File: config.mk
export PLATFORM = sky130hd
export DESIGN_NAME = link_status_mood_classifier_unit
export DESIGN_NICKNAME = d
export VERILOG_FILES = /design/src/lsmc_pkg.sv /design/src/lsmc_regs.sv /design/src/lsmc_core.sv /design/src/link_status_mood_classifier_unit.sv
export SDC_FILE = /design/constraint.sdc
export NUM_CORES = 1
export LEC_CHECK = 0
export BUFFER_PORTS_ARGS = -buffer_cell sky130_fd_sc_hd__buf_2
export CORE_UTILIZATION = 50
export DETAILED_ROUTE_END_ITERATION = 8
export PLACE_DENSITY = 0.7
export SLEW_MARGIN = 20
export SYNTH_ARGS = -nofsm -noshare
export SYNTH_HDL_FRONTEND = slang
export SYNTH_SLANG_ARGS = --single-unit
File: constraint.sdc
create_clock -name clk -period 16.95 [get_ports clk]
set_input_delay 0.8475 -clock clk [delete_from_list [all_inputs] [get_ports clk]]
set_output_delay 0.8475 -clock clk [all_outputs]
set_load 0.05 [all_outputs]
File: src/lsmc_pkg.sv
// Shared types and constants for the link status mood classifier.
// Used by lsmc_regs, lsmc_core and link_status_mood_classifier_unit.
package lsmc_pkg;

	// Register port geometry: 64-bit data, registers at 8-byte spacing
	localparam int CFG_DATA_W = 64;
	localparam int CFG_ADDR_W = 6;
	localparam int REG_IDX_W  = 3;

	// Register indexes
	localparam logic [REG_IDX_W-1:0] REG_BUSY_ENTER = 3'd0;
	localparam logic [REG_IDX_W-1:0] REG_BUSY_EXIT  = 3'd1;
	localparam logic [REG_IDX_W-1:0] REG_IDLE_RATE  = 3'd2;
	localparam logic [REG_IDX_W-1:0] REG_IDLE_POLLS = 3'd3;
	localparam logic [REG_IDX_W-1:0] REG_STABLE     = 3'd4;

	// Field widths
	localparam int RATE_W  = 32;
	localparam int THR_W   = 33;
	localparam int IDLE_W  = 14;
	localparam int STAB_W  = 4;
	localparam int RSRP_W  = 16;
	localparam int SINR_W  = 8;
	localparam int CARR_W  = 4;
	localparam int CLNT_W  = 8;
	localparam int RADIO_W = 8;
	localparam int MOOD_W  = 3;
	localparam int EVT_W   = 3;

	// Register reset values
	localparam logic [THR_W-1:0]  RST_BUSY_ENTER = 33'd250000;
	localparam logic [THR_W-1:0]  RST_BUSY_EXIT  = 33'd120000;
	localparam logic [THR_W-1:0]  RST_IDLE_RATE  = 33'd150000;
	localparam logic [IDLE_W-1:0] RST_IDLE_POLLS = 14'd75;
	localparam logic [STAB_W-1:0] RST_STABLE     = 4'd2;

	// Mood codes
	localparam logic [MOOD_W-1:0] MOOD_HAPPY     = 3'd0;
	localparam logic [MOOD_W-1:0] MOOD_GRIN      = 3'd1;
	localparam logic [MOOD_W-1:0] MOOD_BUSY      = 3'd2;
	localparam logic [MOOD_W-1:0] MOOD_SURPRISED = 3'd3;
	localparam logic [MOOD_W-1:0] MOOD_OFFLINE   = 3'd4;
	localparam logic [MOOD_W-1:0] MOOD_SLEEPY    = 3'd5;
	localparam logic [MOOD_W-1:0] MOOD_WILT      = 3'd6;

	// Event codes
	localparam logic [EVT_W-1:0] EVT_NONE         = 3'd0;
	localparam logic [EVT_W-1:0] EVT_MORE_CLIENTS = 3'd1;
	localparam logic [EVT_W-1:0] EVT_BACK_ONLINE  = 3'd2;
	localparam logic [EVT_W-1:0] EVT_CARRIERS_UP  = 3'd3;
	localparam logic [EVT_W-1:0] EVT_CARRIERS_DN  = 3'd4;
	localparam logic [EVT_W-1:0] EVT_RADIO_CHANGE = 3'd5;

	// Signal thresholds
	localparam logic signed [RSRP_W-1:0] RSRP_VALID_HI = -16'sd30;
	localparam logic signed [RSRP_W-1:0] RSRP_VALID_LO = -16'sd150;
	localparam logic signed [RSRP_W-1:0] RSRP_GRIN_EXIT = -16'sd95;
	localparam logic signed [RSRP_W-1:0] RSRP_WILT_EXIT = -16'sd100;
	localparam logic signed [RSRP_W-1:0] RSRP_GRIN_ENTER = -16'sd90;
	localparam logic signed [RSRP_W-1:0] RSRP_WILT_ENTER = -16'sd107;
	localparam logic signed [SINR_W-1:0] SINR_GRIN_EXIT = 8'sd10;
	localparam logic signed [SINR_W-1:0] SINR_WILT_EXIT = 8'sd8;
	localparam logic signed [SINR_W-1:0] SINR_GRIN_ENTER = 8'sd12;
	localparam logic signed [SINR_W-1:0] SINR_WILT_ENTER = 8'sd5;

	// Held signal reset values
	localparam logic signed [RSRP_W-1:0] RST_HELD_RSRP = -16'sd90;
	localparam logic signed [SINR_W-1:0] RST_HELD_SINR = 8'sd10;

	localparam logic [IDLE_W-1:0] IDLE_CAP = 14'd9999;
	localparam logic [STAB_W-1:0] CAND_CAP = 4'd15;

	typedef struct packed {
		logic [THR_W-1:0]  busy_enter_rate;
		logic [THR_W-1:0]  busy_exit_rate;
		logic [THR_W-1:0]  idle_rate_limit;
		logic [IDLE_W-1:0] idle_polls_to_sleep;
		logic [STAB_W-1:0] stable_polls;
	} cfg_t;

	typedef struct packed {
		logic                     link_online;
		logic [RATE_W-1:0]        down_rate;
		logic [RATE_W-1:0]        up_rate;
		logic signed [RSRP_W-1:0] rsrp_raw;
		logic signed [SINR_W-1:0] sinr_raw;
		logic                     recent_activity;
		logic [CARR_W-1:0]        carrier_count;
		logic [CLNT_W-1:0]        client_count;
		logic [RADIO_W-1:0]       radio_tech_code;
	} poll_t;

	typedef struct packed {
		logic [MOOD_W-1:0] mood_code;
		logic [EVT_W-1:0]  event_kind;
		logic [RATE_W-1:0] peak_rate;
		logic              peak_is_upload;
	} result_t;

endpackage

File: src/lsmc_regs.sv
// Configuration register file of the mood classifier, APB-style access.
// Depends on lsmc_pkg for register indexes, reset values and cfg_t.
module lsmc_regs (
	input  logic                           clk,
	input  logic                           arst_n,
	input  logic                           psel,
	input  logic                           penable,
	input  logic                           pwrite,
	input  logic [lsmc_pkg::CFG_ADDR_W-1:0] paddr,
	input  logic [lsmc_pkg::CFG_DATA_W-1:0] pwdata,
	output logic [lsmc_pkg::CFG_DATA_W-1:0] prdata,
	output logic                           pready,
	output lsmc_pkg::cfg_t                 cfg
);
	import lsmc_pkg::*;

	logic [REG_IDX_W-1:0] reg_idx;
	logic                 wr_en;
	cfg_t                 cfg_q;

	assign reg_idx = paddr[CFG_ADDR_W-1:CFG_ADDR_W-REG_IDX_W];
	assign wr_en   = psel & penable & pwrite;
	assign pready  = 1'b1;
	assign cfg     = cfg_q;

	// Write the addressed register in the access phase
	always_ff @(posedge clk or negedge arst_n) begin
		if (!arst_n) begin
			cfg_q.busy_enter_rate     <= RST_BUSY_ENTER;
			cfg_q.busy_exit_rate      <= RST_BUSY_EXIT;
			cfg_q.idle_rate_limit     <= RST_IDLE_RATE;
			cfg_q.idle_polls_to_sleep <= RST_IDLE_POLLS;
			cfg_q.stable_polls        <= RST_STABLE;
		end else if (wr_en) begin
			unique case (reg_idx)
				REG_BUSY_ENTER: cfg_q.busy_enter_rate     <= pwdata[THR_W-1:0];
				REG_BUSY_EXIT:  cfg_q.busy_exit_rate      <= pwdata[THR_W-1:0];
				REG_IDLE_RATE:  cfg_q.idle_rate_limit     <= pwdata[THR_W-1:0];
				REG_IDLE_POLLS: cfg_q.idle_polls_to_sleep <= pwdata[IDLE_W-1:0];
				REG_STABLE:     cfg_q.stable_polls        <= pwdata[STAB_W-1:0];
				default: ;
			endcase
		end
	end

	// Read back the addressed register, zero-extended
	always_comb begin
		unique case (reg_idx)
			REG_BUSY_ENTER: prdata = {{(CFG_DATA_W-THR_W){1'b0}}, cfg_q.busy_enter_rate};
			REG_BUSY_EXIT:  prdata = {{(CFG_DATA_W-THR_W){1'b0}}, cfg_q.busy_exit_rate};
			REG_IDLE_RATE:  prdata = {{(CFG_DATA_W-THR_W){1'b0}}, cfg_q.idle_rate_limit};
			REG_IDLE_POLLS: prdata = {{(CFG_DATA_W-IDLE_W){1'b0}}, cfg_q.idle_polls_to_sleep};
			REG_STABLE:     prdata = {{(CFG_DATA_W-STAB_W){1'b0}}, cfg_q.stable_polls};
			default:        prdata = '0;
		endcase
	end

endmodule

File: src/lsmc_core.sv
// Classifier state and per-poll decision logic: busy and signal hysteresis,
// idle counting, mood debounce and change events. Depends on lsmc_pkg.
module lsmc_core (
	input  logic              clk,
	input  logic              arst_n,
	input  logic              advance,
	input  lsmc_pkg::poll_t   poll,
	input  lsmc_pkg::cfg_t    cfg,
	output lsmc_pkg::result_t res
);
	import lsmc_pkg::*;

	// State
	logic                     busy_q;
	logic [MOOD_W-1:0]        level_q;
	logic signed [RSRP_W-1:0] held_rsrp_q;
	logic signed [SINR_W-1:0] held_sinr_q;
	logic [IDLE_W-1:0]        idle_q;
	logic [MOOD_W-1:0]        shown_q;
	logic [MOOD_W-1:0]        cand_q;
	logic [STAB_W-1:0]        cand_cnt_q;
	logic                     seen_q;
	logic                     last_online_q;
	logic [CARR_W-1:0]        last_carr_q;
	logic [CLNT_W-1:0]        last_clnt_q;
	logic [RADIO_W-1:0]       last_radio_q;

	// Next-state terms
	logic [THR_W-1:0]         thr;
	logic                     rsrp_ok;
	logic signed [RSRP_W-1:0] hr;
	logic signed [SINR_W-1:0] hs;
	logic                     busy_d;
	logic [MOOD_W-1:0]        level_d;
	logic [MOOD_W-1:0]        target;
	logic [IDLE_W-1:0]        idle_d;
	logic [MOOD_W-1:0]        final_tgt;
	logic [STAB_W-1:0]        cnt_tmp;
	logic [MOOD_W-1:0]        shown_d;
	logic [MOOD_W-1:0]        cand_d;
	logic [STAB_W-1:0]        cand_cnt_d;
	logic [EVT_W-1:0]         evt;

	// Combined throughput and held signal
	assign thr     = {1'b0, poll.down_rate} + {1'b0, poll.up_rate};
	assign rsrp_ok = (poll.rsrp_raw <= RSRP_VALID_HI) && (poll.rsrp_raw >= RSRP_VALID_LO);
	assign hr      = rsrp_ok ? poll.rsrp_raw : held_rsrp_q;
	assign hs      = rsrp_ok ? poll.sinr_raw : held_sinr_q;

	// Busy hysteresis
	assign busy_d = busy_q ? !(thr < cfg.busy_exit_rate) : (thr > cfg.busy_enter_rate);

	// Three-level signal hysteresis
	always_comb begin
		case (level_q)
			MOOD_GRIN: begin
				level_d = (hr < RSRP_GRIN_EXIT && hs < SINR_GRIN_EXIT) ? MOOD_HAPPY : MOOD_GRIN;
			end
			MOOD_WILT: begin
				level_d = (hr > RSRP_WILT_EXIT || hs > SINR_WILT_EXIT) ? MOOD_HAPPY : MOOD_WILT;
			end
			default: begin
				if (hr >= RSRP_GRIN_ENTER || hs >= SINR_GRIN_ENTER) begin
					level_d = MOOD_GRIN;
				end else if (hr < RSRP_WILT_ENTER && hs < SINR_WILT_ENTER) begin
					level_d = MOOD_WILT;
				end else begin
					level_d = MOOD_HAPPY;
				end
			end
		endcase
	end

	always_comb begin
		if (!poll.link_online) begin
			target = MOOD_OFFLINE;
		end else if (busy_d) begin
			target = MOOD_BUSY;
		end else begin
			target = level_d;
		end
	end

	// Idle counting, saturating
	always_comb begin
		if (poll.recent_activity) begin
			idle_d = '0;
		end else if ((target == MOOD_HAPPY || target == MOOD_GRIN)
			&& thr < cfg.idle_rate_limit) begin
			idle_d = (idle_q < IDLE_CAP) ? idle_q + 1'b1 : idle_q;
		end else begin
			idle_d = '0;
		end
	end

	assign final_tgt = (target != MOOD_OFFLINE && idle_d >= cfg.idle_polls_to_sleep)
		? MOOD_SLEEPY : target;

	// Debounce mood changes; offline shows at once
	always_comb begin
		cnt_tmp = (final_tgt == cand_q)
			? ((cand_cnt_q == CAND_CAP) ? cand_cnt_q : cand_cnt_q + 1'b1)
			: {{(STAB_W-1){1'b0}}, 1'b1};
		if (final_tgt == MOOD_OFFLINE || final_tgt == shown_q) begin
			shown_d    = final_tgt;
			cand_d     = cand_q;
			cand_cnt_d = '0;
		end else begin
			cand_d = final_tgt;
			if (cnt_tmp >= cfg.stable_polls) begin
				shown_d    = final_tgt;
				cand_cnt_d = '0;
			end else begin
				shown_d    = shown_q;
				cand_cnt_d = cnt_tmp;
			end
		end
	end

	// Change event against the previous poll, first match wins
	always_comb begin
		evt = EVT_NONE;
		if (seen_q) begin
			if (poll.client_count > last_clnt_q) begin
				evt = EVT_MORE_CLIENTS;
			end else if (poll.link_online && !last_online_q) begin
				evt = EVT_BACK_ONLINE;
			end else if (poll.carrier_count != last_carr_q && poll.carrier_count != '0
				&& last_carr_q != '0) begin
				evt = (poll.carrier_count > last_carr_q) ? EVT_CARRIERS_UP : EVT_CARRIERS_DN;
			end else if (poll.radio_tech_code != '0 && last_radio_q != '0
				&& poll.radio_tech_code != last_radio_q) begin
				evt = EVT_RADIO_CHANGE;
			end
		end
	end

	assign res.mood_code      = shown_d;
	assign res.event_kind     = evt;
	assign res.peak_rate      = (poll.down_rate >= poll.up_rate) ? poll.down_rate : poll.up_rate;
	assign res.peak_is_upload = poll.up_rate > poll.down_rate;

	// Advance state once per processed word
	always_ff @(posedge clk or negedge arst_n) begin
		if (!arst_n) begin
			busy_q        <= 1'b0;
			level_q       <= MOOD_HAPPY;
			held_rsrp_q   <= RST_HELD_RSRP;
			held_sinr_q   <= RST_HELD_SINR;
			idle_q        <= '0;
			shown_q       <= MOOD_HAPPY;
			cand_q        <= MOOD_HAPPY;
			cand_cnt_q    <= '0;
			seen_q        <= 1'b0;
			last_online_q <= 1'b1;
			last_carr_q   <= '0;
			last_clnt_q   <= '0;
			last_radio_q  <= '0;
		end else if (advance) begin
			if (poll.link_online) begin
				busy_q      <= busy_d;
				held_rsrp_q <= hr;
				held_sinr_q <= hs;
				if (!busy_d) begin
					level_q <= level_d;
				end
			end
			idle_q        <= idle_d;
			shown_q       <= shown_d;
			cand_q        <= cand_d;
			cand_cnt_q    <= cand_cnt_d;
			seen_q        <= 1'b1;
			last_online_q <= poll.link_online;
			last_carr_q   <= poll.carrier_count;
			last_clnt_q   <= poll.client_count;
			last_radio_q  <= poll.radio_tech_code;
		end
	end

	a_idle_capped: assert property (@(posedge clk) disable iff (!arst_n)
		idle_q <= IDLE_CAP)
		else $error("idle count above cap");

	a_offline_shown: assert property (@(posedge clk) disable iff (!arst_n)
		advance && !poll.link_online |=> shown_q == MOOD_OFFLINE)
		else $error("offline poll not shown at once");

	a_level_legal: assert property (@(posedge clk) disable iff (!arst_n)
		level_q == MOOD_HAPPY || level_q == MOOD_GRIN || level_q == MOOD_WILT)
		else $error("signal level left its three codes");

	a_shown_legal: assert property (@(posedge clk) disable iff (!arst_n)
		shown_q != MOOD_SURPRISED && shown_q != 3'd7)
		else $error("shown mood holds an unused code");

endmodule

File: src/link_status_mood_classifier_unit.sv
// Top level of the link status mood classifier: input word register,
// result register and handshake. Depends on lsmc_pkg, lsmc_regs, lsmc_core.
//
// Use:
//   Input channel: one status poll per word on in_valid / in_stall, taken at an
//   edge with in_valid high and in_stall low. Output channel: one result word
//   (mood, event, peak rate) per poll on out_valid / out_stall, in poll order.
//   Registers sit at byte addresses 8*i on the APB-style port; write them only
//   while no poll is in flight. pready is tied high.
//   An accepted poll stays in the input register until its result is loaded
//   into the result register that drives out_valid. Throughput: one poll per
//   cycle while out_stall is low; the decision logic between the registers is
//   combinational, and the classifier state is updated as the result loads.
//   Stall: while out_stall holds a pending result, the input register keeps
//   its word and in_stall goes high once that register is full too.
//   Reset: arst_n clears both valid flags, the classifier state and the
//   registers to their defaults; the first poll after reset reports no event.
module link_status_mood_classifier_unit (
	input  logic                                  clk,
	input  logic                                  arst_n,
	// Poll channel
	input  logic                                  in_valid,
	output logic                                  in_stall,
	input  logic                                  link_online,
	input  logic [lsmc_pkg::RATE_W-1:0]           down_rate,
	input  logic [lsmc_pkg::RATE_W-1:0]           up_rate,
	input  logic signed [lsmc_pkg::RSRP_W-1:0]    rsrp_raw,
	input  logic signed [lsmc_pkg::SINR_W-1:0]    sinr_raw,
	input  logic                                  recent_activity,
	input  logic [lsmc_pkg::CARR_W-1:0]           carrier_count,
	input  logic [lsmc_pkg::CLNT_W-1:0]           client_count,
	input  logic [lsmc_pkg::RADIO_W-1:0]          radio_tech_code,
	// Result channel
	output logic                                  out_valid,
	input  logic                                  out_stall,
	output logic [lsmc_pkg::MOOD_W-1:0]           mood_code,
	output logic [lsmc_pkg::EVT_W-1:0]            event_kind,
	output logic [lsmc_pkg::RATE_W-1:0]           peak_rate,
	output logic                                  peak_is_upload,
	// Register port
	input  logic                                  psel,
	input  logic                                  penable,
	input  logic                                  pwrite,
	input  logic [lsmc_pkg::CFG_ADDR_W-1:0]       paddr,
	input  logic [lsmc_pkg::CFG_DATA_W-1:0]       pwdata,
	output logic [lsmc_pkg::CFG_DATA_W-1:0]       prdata,
	output logic                                  pready
);
	import lsmc_pkg::*;

	cfg_t    cfg;
	poll_t   poll_s1;
	logic    valid_s1;
	result_t res_d;
	result_t res_s2;
	logic    valid_s2;
	logic    advance;
	logic    in_take;

	lsmc_regs u_regs (
		.clk     (clk),
		.arst_n  (arst_n),
		.psel    (psel),
		.penable (penable),
		.pwrite  (pwrite),
		.paddr   (paddr),
		.pwdata  (pwdata),
		.prdata  (prdata),
		.pready  (pready),
		.cfg     (cfg)
	);

	// Process the held word when the result register is free or draining
	assign advance  = valid_s1 && (!valid_s2 || !out_stall);
	assign in_stall = valid_s1 && valid_s2 && out_stall;
	assign in_take  = in_valid && !in_stall;

	// Input word register
	always_ff @(posedge clk or negedge arst_n) begin
		if (!arst_n) begin
			valid_s1 <= 1'b0;
		end else begin
			valid_s1 <= in_take || (valid_s1 && !advance);
		end
	end

	always_ff @(posedge clk) begin
		if (in_take) begin
			poll_s1.link_online     <= link_online;
			poll_s1.down_rate       <= down_rate;
			poll_s1.up_rate         <= up_rate;
			poll_s1.rsrp_raw        <= rsrp_raw;
			poll_s1.sinr_raw        <= sinr_raw;
			poll_s1.recent_activity <= recent_activity;
			poll_s1.carrier_count   <= carrier_count;
			poll_s1.client_count    <= client_count;
			poll_s1.radio_tech_code <= radio_tech_code;
		end
	end

	lsmc_core u_core (
		.clk     (clk),
		.arst_n  (arst_n),
		.advance (advance),
		.poll    (poll_s1),
		.cfg     (cfg),
		.res     (res_d)
	);

	// Result register: load on advance, drop when taken
	always_ff @(posedge clk or negedge arst_n) begin
		if (!arst_n) begin
			valid_s2 <= 1'b0;
		end else if (advance) begin
			valid_s2 <= 1'b1;
		end else if (!out_stall) begin
			valid_s2 <= 1'b0;
		end
	end

	always_ff @(posedge clk) begin
		if (advance) begin
			res_s2 <= res_d;
		end
	end

	assign out_valid      = valid_s2;
	assign mood_code      = res_s2.mood_code;
	assign event_kind     = res_s2.event_kind;
	assign peak_rate      = res_s2.peak_rate;
	assign peak_is_upload = res_s2.peak_is_upload;

	a_advance_fills: assert property (@(posedge clk) disable iff (!arst_n)
		advance |=> valid_s2)
		else $error("processed word did not reach the result register");

	a_held_word_kept: assert property (@(posedge clk) disable iff (!arst_n)
		valid_s1 && !advance |=> valid_s1 && $stable(poll_s1))
		else $error("unprocessed input word lost or changed");

	a_no_overwrite: assert property (@(posedge clk) disable iff (!arst_n)
		valid_s2 && out_stall |-> !advance)
		else $error("pending result overwritten");

endmodule

# Yosys cells after proc, flatten, opt, wreduce, memory -nomap -nowiden

Index checks and enable logic that the tools add are counted.

Mux-type cells: 29
Eq/ne operators: 15
Add/subtract/negate cells: 3
Order comparisons: 20
Bitwise gates (word level): 5
Reduce and logical (&&, ||, !) cells: 43

Operators with widths:

| kind                                                                              | number |
|---|---|
| 33-bit one-hot mux with 5 select lines                                            | 1 |
| 33-bit < comparator                                                               | 2 |
| 14-bit 2-to-1 mux                                                                 | 3 |
| 32-bit by 32-bit adder with 33-bit output                                         | 1 |
| 33-bit greater-than comparator                                                    | 1 |
| 3-bit 2-to-1 mux                                                                  | 11 |
| 32-bit >= comparator                                                              | 1 |
| 32-bit greater-than comparator                                                    | 1 |
| 16-bit by 8-bit < comparator with 1-bit output (second input constant)            | 2 |
| 32-bit 2-to-1 mux                                                                 | 1 |
| 16-bit by 8-bit >= comparator with 1-bit output (second input constant)           | 1 |
| 16-bit by 9-bit >= comparator with 1-bit output (second input constant)           | 1 |
| 16-bit by 8-bit greater-than comparator with 1-bit output (second input constant) | 1 |
| 16-bit by 6-bit <= comparator with 1-bit output (second input constant)           | 1 |
| 16-bit 2-to-1 mux                                                                 | 1 |
| 4-bit 2-to-1 mux                                                                  | 4 |
| 8-bit nonzero test                                                                | 2 |
| 1-bit logical AND                                                                 | 15 |
| 14-bit by 1-bit adder with 14-bit output (second input constant)                  | 1 |
| 14-bit >= comparator                                                              | 1 |
| 14-bit < comparator (second input constant)                                       | 1 |
| 2-bit AND reduction                                                               | 7 |
| 3-bit by 1-bit == test with 1-bit output (second input constant)                  | 3 |
| 3-bit == test (second input constant)                                             | 3 |
| other kinds (28)                                                                  | 49 |

Register bits after elaboration: 342
Bits of input ports: 187
Output and inout bits: 106
Logic and storage cells: 150

# Logic depth before layout (Yosys ltp)

Depth in word-level cells: 23
Gate-level depth with buffers: 47
Gate-level depth less buffers: 45

# Hierarchy

From an unflattened synthesis, not the netlist that was laid out.

Cell total of the unflattened synthesis: 1873
Area total of the unflattened synthesis: 20748.6 µm²

Modules (own cells, without submodules):

| module                           | area an instance (µm²) | cells each | instances | sequential area each (µm²) |
|---|---|---|---|---|
| lsmc_core                        | 10318.6                | 1293       | 1         | 1845.5 |
| lsmc_regs                        | 5863.1                 | 423        | 1         | 2961.6 |
| link_status_mood_classifier_unit | 4566.9                 | 157        | 1         | 4524.3 |

# Least setup slack after synthesis

No wires, ideal clock.

Kind: register -> register
Start: register poll_s1[82] in the netlist's numbering
End: register u_core.shown_q[2]
Required time: 16825 ps
Stages on the path, launching flop included: 41
Library setup time: 125 ps
Path slack: 7735 ps
Period minus slack after synthesis: 9215 ps
Buffers on the path: 2
Arrival time: 9090 ps
Path through: edfxtp_1 -> ha_1 -> or3_1 -> or3_1 -> o211ai_1 -> a21oi_1 -> o21ai_0 -> a221oi_1 -> nor2b_1 -> o21ai_0 -> xnor2_1 -> ha_1 -> and4_1 -> a221o_1 -> o311ai_0 -> a21o_1 -> nand2_1 -> a211o_1 -> [5 not listed] -> a211o_1 -> a21oi_1 -> o21ai_0 -> a311oi_1 -> nand2_1 -> mux2i_1 -> o21ai_0 -> a211o_1 -> a2111o_1 -> nor2_1 -> ha_1 -> nand2b_1 -> a21o_1 -> a21o_1 -> a21oi_1 -> and2_1 -> mux2_2 -> mux2_2

RTL lines:

| what                 | line                                   | source |
|---|---|---|
| from (decl)          | link_status_mood_classifier_unit.sv:52 | `poll_t poll_s1;` |
| to (signal assigned) | lsmc_core.sv:169                       | `shown_q <= shown_d;` |
| to (decl)            | lsmc_core.sv:19                        | `logic [MOOD_W-1:0] shown_q;` |

==> results.json <==
{
  "outcome": "finished clean",
  "dieArea_um2": 40700,
  "start_util": 0.511,
  "grt_pass1_wl_um": 77500,
  "power_density_nw_per_um2": 120,
  "ir_drop_uv": 82.4,
  "ys_seq_elements": 341,
  "cp_max_fo": 18,
  "port_buffers": 226,
  "clk_latency_ns": 0.57,
  "period_minus_slack_ns": 11.49,
  "area_growth_pct": 14.7,
  "synth_area_per_cell_um2": 10.1,
  "clock-root-buffer": "clkbuf_16",
  "synth_top_area_cell": "edfxtp_1",
  "synth_ff_type": "dfrtp_1",
  "hold_violations": 0,
  "cts_max_level": 2,
  "drtPass1Iterations": 8,
  "crit_slowest_cell": "a311oi_1",
  "max_freq_ghz": 0.0870,
  "fin_tns_setup_ns": 0,
  "vias": 15100,
  "yosysTopAreaCellShare": 0.225,
  "viasPerCell": 5.52,
  "slew_headroom": 0.241,
  "crit_path_max_incr_delay_ns": 0.66,
  "ios": 293,
  "syn_inst": 1965,
  "cp.arrival_ns": 11.93,
  "power_w": 0.00275,
  "diodes": 0,
  "synthArstFlopShare": 0.563,
  "synth_area_leaders": "edfxtp_1, dfrtp_1, ha_1, dfstp_2, o21ai_0",
  "yosysMostFrequentCell": "inv_1",
  "postCtsSetupBuffers": 0,
  "drive_gt1_frac": 0.202,
  "grt_pass1_vias": 14900,
  "worstMarginPinSlew_ns": 1.11,
  "cap_violations": 0,
  "setup_violations": 0,
  "cp-start-kind": "flop",
  "die_w_um": 202,
  "yosysWarnings": 0,
  "final_max_slew_viol_count": 0,
  "avgRoutedWirePerCell_um": 17.5,
  "fin_crit_sh": 0.678,
  "netlist_area_um2": 19900,
  "p_leak_nw": 10.4,
  "grt_usage": 0.238,
  "coreArea_um2": 39000,
  "crit_path_end_kind": "flop",
  "path_common_cell": "a21oi_1",
  "clkTransAtPathRegs_ns": 0.06,
  "grt_max_degree": 81,
  "crit_required_ns": 17.39,
  "postRouteAntennaNets": 0,
  "cts.sinks": 341,
  "die_h_um": 202,
  "ys_seq_area_frac": 0.468,
  "worstHoldPathType": "in -> async",
  "gr-total-overflow": 0,
  "finalWeightedCongestion": 0.918,
  "drc": 0,
  "clk_path_buf_depth": 3,
  "cts_tree": "yes",
  "antenna_found_initial": 6,
  "cts_hold_buf": 0,
  "wl_um": 48000,
  "ys_types": 76,
  "cts_buffers": 39,
  "num_rows": 72,
  "cts_resized": 0,
  "synthTopCellsByCount": "inv_1, nand2_1, ha_1, o21ai_0, dfrtp_1",
  "grt_setup_unrepaired": "no",
  "synth-edff-count": 149,
  "clock_skew_ns": 0.0257,
  "setup.worst_path.class": "reg -> reg",
  "place_hpwl_um": 34900,
  "nNetsFinal": 2568,
  "drtIter0Drc": 1057
}
area by class of cell:
class	count	area, µm²
clock buffers	51	1090
clock inverters	21	272
fillers	3323	16100
inverters	202	758
multi-input cells	1362	9510
flip-flops and latches	341	9330
well taps	518	648
repair buffers	239	1250
report_power, final:
| part | total (W) | switching [W] | internal, W |
|---|---|---|---|
| logic | 0.000784 | 0.000490 | 0.000294 |
| clock network | 0.000890 | 0.000345 | 0.000545 |
| registers | 0.00107 | 0.0000739 | 0.00100 |
registers in the layout, indices dropped and copies added (netlist names):
register              flops
u_core.idle_q            14
peak_rate                32
mood_code                 3
u_core.last_radio_q       8
u_core.seen_q             1
u_core.last_clnt_q        8
u_regs.cfg              117
peak_is_upload            1
u_core.last_carr_q        4
event_kind                3
u_core.held_rsrp_q       16
u_core.last_online_q      1
u_core.cand_q             3
u_core.level_q            2
u_core.shown_q            3
poll_s1                 110
u_core.busy_q             1
out_valid                 1
u_core.cand_cnt_q         4
u_core.held_sinr_q        8
valid_s1                  1
metrics by stage:
step	hold WS [ns]	std cells	util	setup WS, ns	cell area (µm²)
floorplan	0.439	1995	-	7.74	20000
global placement	0.446	2661	0.551	5.75	21500
detailed placement	0.449	2661	0.551	5.77	21500
CTS	0.340	2733	0.585	5.69	22800
global route	0.374	2734	0.586	4.72	22900
finish	0.323	2734	0.586	5.46	22900
critical path, delay by kind of cell, from the launching register on:
kind / cells / cell delay (ns)
compound gates: 25 / 6.52
simple gates: 8 / 1.94
mux: 2 / 0.62
buf+inv: 1 / 0.07
flops: 1 / 0.42
fa+ha+maj: 5 / 1.34
xor+xnor: 1 / 0.43
cells in the final DEF (no fill, tap or decap), types with 7 or more instances in the layout:
master       n
clkinv_2     7
nand4_1     36
xor2_1      20
o31ai_1     10
nand2b_1    25
buf_4       12
mux4_2      10
nand2_1    196
clkbuf_16   40
and4_1       7
a31oi_1      9
a21o_1      27
a21oi_1    127
mux2_2      69
o22ai_1     11
conb_1      32
or2_2        9
ha_1       195
nor3_1      22
buf_2      225
inv_1      201
a211oi_1    11
dfrtp_1    150
nor2b_1     26
o211ai_1     9
o21a_1      12
mux2i_1     25
o21ai_0    171
xnor2_1     24
or3_1       10
a22oi_1     10
nor2_1     123
nor4_1      15
edfxtp_1   149
o21bai_1    14
dfstp_2     42
nand3_1     22
final timing paths:
kind | from | end | slack (ns) | depth (start not counted)
min in group clk | up_rate[6] | poll_s1[51] | 0.45 | 1
hold reg to reg | u_core.last_online_q | u_core.last_online_q | 0.46 | 2
hold / removal | arst_n | u_core.last_clnt_q[5] | 0.32 | 1
setup / recovery | poll_s1[45] | u_core.shown_q[2] | 5.46 | 42
setup reg to reg | poll_s1[45] | u_core.shown_q[2] | 5.46 | 42
max in group asynchronous | arst_n | u_regs.cfg[69] | 14.66 | 3
metal layers:
metal | up-vias | track usage | routed length (µm)
li1 | 7322 | - | -
met1 | 7217 | 0.315 | 21100
met2 | 456 | 0.390 | 22500
met3 | 94 | 0.0565 | 3100
met4 | 12 | 0.0628 | 1160
met5 | - | 0 | 68
cell families after synthesis:
family          Yosys count  synth area share
xor+xnor                 44            0.0193
buf+inv                 292            0.0615
simple gates            522             0.123
fa+ha+maj               196             0.123
other cells               2          0.000377
compound gates          462             0.140
flops                   341             0.468
mux                     106            0.0640
(Power assumes the default switching activity.)
